$ cat config.mk
export PLATFORM = sky130hd
export DESIGN_NAME = nrc_route_logic
export DESIGN_NICKNAME = d
export VERILOG_FILES = /design/src/hw/rtl/nrc_pkg.sv /design/src/hw/rtl/nrc_route_logic.sv
export SDC_FILE = /design/constraint.sdc
export NUM_CORES = 1
export LEC_CHECK = 0
export ABC_AREA = 0
export BUFFER_PORTS_ARGS = -buffer_cell sky130_fd_sc_hd__buf_2
export CAP_MARGIN = 20
export CORE_MARGIN = 2
export CORE_UTILIZATION = 55
export DETAILED_ROUTE_END_ITERATION = 10
export PLACE_DENSITY = 0.82
export SYNTH_ARGS = -nofsm -noshare
export SYNTH_HDL_FRONTEND = slang
export SYNTH_SLANG_ARGS = --single-unit
$ cat constraint.sdc
create_clock -name vclk -period 5.6
set_clock_uncertainty 0.2 [all_clocks]
set_input_delay 0.28 -clock vclk [all_inputs]
set_output_delay 0.28 -clock vclk [all_outputs]
set_load 0.05 [all_outputs]
$ cat src/hw/rtl/nrc_pkg.sv
// nrc_pkg: shared types and constants of the noc route compute block
// no dependencies; used by the route logic, the top level and the checker
package nrc_pkg;

    // routing algorithm, from the route_mode register
    typedef enum logic [1:0] {
        MODE_TORUS      = 2'd0,
        MODE_MESH_YX    = 2'd1,
        MODE_CHIP_MESH  = 2'd2,
        MODE_CHIP_STAR  = 2'd3
    } t_mode;

    // configuration register indexes
    localparam logic [2:0] REG_ROUTE_MODE = 3'd0;
    localparam logic [2:0] REG_RING_SIZE  = 3'd1;
    localparam logic [2:0] REG_CHIP_X     = 3'd2;
    localparam logic [2:0] REG_CHIP_Y     = 3'd3;
    localparam logic [2:0] REG_CORE_X     = 3'd4;
    localparam logic [2:0] REG_CORE_Y     = 3'd5;

    // output port codes
    localparam logic [7:0] PORT_EJECT   = 8'd0;
    localparam logic [7:0] PORT_CHIP_XN = 8'd1;
    localparam logic [7:0] PORT_CHIP_XP = 8'd2;
    localparam logic [7:0] PORT_CHIP_YN = 8'd3;
    localparam logic [7:0] PORT_CHIP_YP = 8'd4;
    localparam logic [7:0] PORT_CORE_XN = 8'd5;
    localparam logic [7:0] PORT_CORE_XP = 8'd6;
    localparam logic [7:0] PORT_CORE_YN = 8'd7;
    localparam logic [7:0] PORT_CORE_YP = 8'd8;
    localparam logic [7:0] PORT_HUB     = 8'd9;
    localparam logic [7:0] PORT_MAX     = 8'd255;

    // reset values of the configuration registers
    localparam t_mode      RST_MODE   = MODE_MESH_YX;
    localparam int         RST_RING   = 4;
    localparam logic [3:0] RST_COORD  = 4'd0;

    typedef struct packed {
        logic [3:0] dest_chiplet_x;
        logic [3:0] dest_chiplet_y;
        logic [3:0] dest_core_x;
        logic [3:0] dest_core_y;
        logic [3:0] in_port;
        logic [2:0] in_vc;
    } t_in_item;

    typedef struct packed {
        logic [7:0] out_port;
        logic [1:0] out_vc;
        logic [3:0] src_port_echo;
        logic [2:0] src_vc_echo;
        logic       last;
    } t_out_item;

    typedef struct packed {
        logic [2:0] reg_index;
        logic [4:0] wr_data;
    } t_cfg_item;

    // route decision handed from the route logic to the result stage
    typedef struct packed {
        logic [7:0] port;
        logic [1:0] last_idx;   // number of candidates minus one
        logic [1:0] vc0;        // vc of the first candidate
    } t_route;

endpackage

$ cat src/hw/rtl/nrc_route_logic.sv
// nrc_route_logic: combinational route decision for one header item
// depends on nrc_pkg for item, mode and route types
module nrc_route_logic import nrc_pkg::*; #(
    parameter int MAX_RING = 16
) (
    input  t_in_item                        i_item,
    input  t_mode                           i_mode,
    input  logic [$clog2(MAX_RING+1)-1:0]   i_ring,
    input  logic [3:0]                      i_chip_x,
    input  logic [3:0]                      i_chip_y,
    input  logic [3:0]                      i_core_x,
    input  logic [3:0]                      i_core_y,
    output t_route                          o_route
);
    localparam int RING_W = $clog2(MAX_RING+1);
    localparam int CMP_W  = (RING_W > 5) ? RING_W : 5;
    localparam int PW     = (RING_W + 5 > 9) ? RING_W + 5 : 9;

    logic signed [4:0] d0, d1, d2, d3;
    logic [3:0]        a0, a1;
    logic              xs, ys, centre, gateway;
    logic [RING_W-1:0] c_m1;
    logic [PW-1:0]     p_full;
    logic [7:0]        p_sat;

    assign d0 = $signed({1'b0, i_item.dest_chiplet_x}) - $signed({1'b0, i_chip_x});
    assign d1 = $signed({1'b0, i_item.dest_chiplet_y}) - $signed({1'b0, i_chip_y});
    assign d2 = $signed({1'b0, i_item.dest_core_x}) - $signed({1'b0, i_core_x});
    assign d3 = $signed({1'b0, i_item.dest_core_y}) - $signed({1'b0, i_core_y});

    assign a0 = d0[4] ? 4'(-d0) : 4'(d0);
    assign a1 = d1[4] ? 4'(-d1) : 4'(d1);

    // short way around the ring when twice the offset fits in it
    assign xs = CMP_W'({a0, 1'b0}) <= CMP_W'(i_ring);
    assign ys = CMP_W'({a1, 1'b0}) <= CMP_W'(i_ring);

    assign gateway = (i_core_x == 4'd0) && (i_core_y == 4'd0);
    // star centre sits at (ring-1, ring-1, 0, 0); a ring of zero has none
    assign centre  = (CMP_W'(i_chip_x) + CMP_W'(1) == CMP_W'(i_ring)) &&
                     (CMP_W'(i_chip_y) + CMP_W'(1) == CMP_W'(i_ring)) && gateway;
    assign c_m1    = i_ring - RING_W'(1);
    assign p_full  = PW'(i_item.dest_chiplet_x) * PW'(c_m1) +
                     PW'(i_item.dest_chiplet_y) + PW'(1);
    assign p_sat   = (p_full > PW'(PORT_MAX)) ? PORT_MAX : p_full[7:0];

    always_comb begin
        o_route = '{port: PORT_EJECT, last_idx: 2'd0, vc0: 2'd0};
        if ((i_mode == MODE_TORUS || i_mode == MODE_MESH_YX) ? (d0 == 0 && d1 == 0)
                : (d0 == 0 && d1 == 0 && d2 == 0 && d3 == 0)) begin
            o_route = '{port: PORT_EJECT, last_idx: 2'd0, vc0: 2'd0};
        end else begin
            unique case (i_mode)
                MODE_TORUS: begin
                    if (d0 != 0) begin
                        o_route.port = (xs ^ d0[4]) ? PORT_CHIP_XP : PORT_CHIP_XN;
                        o_route.vc0  = d0[4] ? 2'd0 : 2'd1;
                    end else begin
                        o_route.port = (ys ^ d1[4]) ? PORT_CHIP_YP : PORT_CHIP_YN;
                        o_route.vc0  = d1[4] ? 2'd0 : 2'd1;
                    end
                    o_route.last_idx = 2'd0;
                end
                MODE_MESH_YX: begin
                    if (d1 != 0) begin
                        o_route.port = d1[4] ? PORT_CHIP_YN : PORT_CHIP_YP;
                    end else begin
                        o_route.port = d0[4] ? PORT_CHIP_XN : PORT_CHIP_XP;
                    end
                    o_route.last_idx = 2'd3;
                end
                MODE_CHIP_MESH, MODE_CHIP_STAR: begin
                    o_route.last_idx = 2'd1;
                    if (i_mode == MODE_CHIP_STAR && centre) begin
                        o_route.port = p_sat;
                    end else if (d0 == 0 && d1 == 0) begin
                        if (d2 != 0) begin
                            o_route.port = d2[4] ? PORT_CORE_XN : PORT_CORE_XP;
                        end else begin
                            o_route.port = d3[4] ? PORT_CORE_YN : PORT_CORE_YP;
                        end
                    end else if (gateway) begin
                        if (i_mode == MODE_CHIP_STAR) begin
                            o_route.port = PORT_HUB;
                        end else if (d0 == 0) begin
                            o_route.port = d1[4] ? PORT_CHIP_YN : PORT_CHIP_YP;
                        end else begin
                            o_route.port = d0[4] ? PORT_CHIP_XN : PORT_CHIP_XP;
                        end
                    end else begin
                        o_route.port = (i_core_x != 4'd0) ? PORT_CORE_XN : PORT_CORE_YN;
                    end
                end
                default: o_route = '{port: PORT_EJECT, last_idx: 2'd0, vc0: 2'd0};
            endcase
        end
    end
endmodule

==> reports/results.ini <==
[run_status]
outcome=complete, no violations

[synth]
syn_nets=431
ys_types=56
synthCells=324
synth_area_um2=2370
synth.avg_cell_area_um2=7.31
ys_seq_area_frac=0
synth-compound-area-share=0.201
synthSimpleGateAreaFrac=0.249
synth_top_family_by_area=adder cells
synthAdderAreaFrac=0.360
muxShareOfSynthArea=0.00634
synth_xor_area_frac=0.0846
ys_warn_count=0

[setup_path]
crit_cells=19
critPathRequiredTime_ps=5120
crit_arrival_ps=4590
cp_max_fo=8
crit_path_top_delay_cell=fa_1
slowest_delay_ps=520
crit_path_end_kind=output pin
crit_buf_inv=5
worstSetupPathType=in -> out
cp_cell_sequence=buf_2 > inv_2 > ha_1 > xor2_1 > nand2_1 > fa_1 > fa_1 > fa_1 > inv_1 > ha_1 > nand3_1 > o22ai_1 > nor3_1 > nor2_1 > nor4_1 > buf_4 > a21oi_1 > o311a_1 > buf_2
critPathLaunchType=input pin
path_common_cell=fa_1
cp_top_family=adder cells

[layout]
syn_to_final_growth_pct=12.3
n_clock_buffer=0
drive_above_1_share=0.171
n_sequential_cell=0
fin_area_um2=2660
diodes=0
nNetsFinal=477
regArea_um2=0

[placed_design]
hpwl_mm=4.71
portBuffers=50
place_congestion=0.979
place_area_um2=2660

[power_and_ir_drop]
p_leak_nw=1.38
powerDensity_nw_per_um2=142
peakVddDrop_mv=0.0888

[route]
via_per_inst=5.72
via_count=2390
ant_nets=0
drt-total-wl_mm=5.34
drc=0
drt_iter0_markers=116
wire_per_inst_um=12.8
firstDrtPassIters=4

[flow_run]
drv_cap=0

[die]
core_um2=4060
die_w_um=69.6
ios=58
die_h_um=69.6
num_rows=23
dieArea_um2=4840
initial_utilization=0.583

[grt]
antenna_found_initial=0
grt_pass1_vias=2253
grt_use_total=0.224
overflow=0
grt_max_degree=13
grt_pass1_wl_mm=9.38

[sta]
rsz0062_at_grt=false
fin_tns_setup_ps=0
slew_viol_final=0
slew_headroom=0.626
setup_viol=0
max_clock_freq_mhz=197
worst_pin_slew_ps=546
finalHoldViolCount=0
finalCritPeriodShare=0.905
period_minus_slack_ps=5070

[min_path]
min_path_type=in -> out
holdPathStages=3

[clock_tree]
cts_resized=0
postCtsSetupBuffers=0
ctsHoldBuffers=0

## final cells by class
class	instances	area, um2
multi-input combinational	264	2140
timing repair buffer	51	258
fill	376	1400
tap	50	62.6
inverter	53	199
## metal layers
layer / global-route usage / wire (um) / vias to the layer above
met1: 0.305 / 2430 / 1093
met4: 0.0218 / 25 / 0
met5: 0 / 0 / -
met3: 0.00581 / 310 / 2
li1: - / - / 1213
met2: 0.407 / 2570 / 82
## metrics by stage
| step | utilization | instances | total power, mW | worst slack (ps) | hold WS, ps |
|---|---|---|---|---|---|
| finish | 0.655 | 418 | 0.379 | 530 | 838 |
| global route | 0.655 | 418 | 0.431 | 221 | 853 |
| CTS | 0.655 | 418 | 0.378 | 546 | 823 |
| detailed placement | 0.655 | 418 | 0.375 | 580 | 821 |
| global placement | 0.655 | 418 | 0.362 | 634 | 810 |
| floorplan | - | 324 | 0.295 | 561 | 799 |
## where the power goes
| group | switching [mW] | internal [mW] | total [mW] | leakage [nW] |
|---|---|---|---|---|
| combinational | 0.218 | 0.161 | 0.378 | 1.38 |
| sequential | 0 | 0 | 0 | 0 |
| clock | 0 | 0 | 0 | 0 |
## final timing paths
path | from | to | slack (ps)
worst max-delay path | i_ring[0] | o_route[6] | 530
worst min-delay path | i_mode[0] | o_route[0] | 840
## cell families (layout without fill, tap and decap cells)
logic type | count (synthesis) | after routing
AOI/OAI and AO/OA | 69 | 69
xor gates and xnor gates | 22 | 22
buffers and inverters | 60 | 104
other | 1 | 1
and+or+nand+nor | 110 | 110
adders and majority gates | 61 | 61
muxes | 1 | 1
## cells in the final DEF (no fill, tap or decap), drive strengths merged, types with 2 or more instances in the layout
| cell | netlist | routed |
|---|---|---|
| nand2 | 23 | 23 |
| xnor2 | 17 | 17 |
| o2111ai | 2 | 2 |
| a211oi | 2 | 2 |
| nand3b | 4 | 4 |
| xor2 | 5 | 5 |
| nor2 | 18 | 18 |
| a21oi | 23 | 23 |
| o21bai | 2 | 2 |
| a31oi | 3 | 3 |
| fa | 12 | 12 |
| nor3b | 3 | 3 |
| a221oi | 4 | 4 |
| and2 | 10 | 10 |
| nand2b | 7 | 7 |
| o22ai | 3 | 3 |
| or3 | 4 | 4 |
| a21o | 2 | 2 |
| nor3 | 12 | 12 |
| buf | 1 | 51 |
| nor4 | 2 | 2 |
| a21boi | 3 | 3 |
| o211ai | 2 | 2 |
| or4 | 2 | 2 |
| nand3 | 13 | 13 |
| inv | 53 | 53 |
| o31ai | 4 | 4 |
| ha | 49 | 49 |
| o21ai | 11 | 11 |
| a2111oi | 2 | 2 |
| or2 | 2 | 2 |
| nor2b | 6 | 6 |
## cells in the mapped netlist (4+ instances only)
master	instances	area [um2]
xor2_1	4	35.0
nand2_1	23	86.3
clkbuf_1	6	22.5
nor2b_1	6	37.5
o21ai_1	6	30.0
nor3_1	10	50.1
fa_1	12	240
o21ai_0	5	25.0
a21oi_1	22	110
ha_1	49	613
and2_1	10	62.6
nor2_1	18	67.6
xnor2_1	17	149
nand3_1	13	65.1
inv_1	51	191
nand2b_1	7	43.8
nand3b_1	4	30.0
Note: power is estimated with default switching activity, not from simulation.
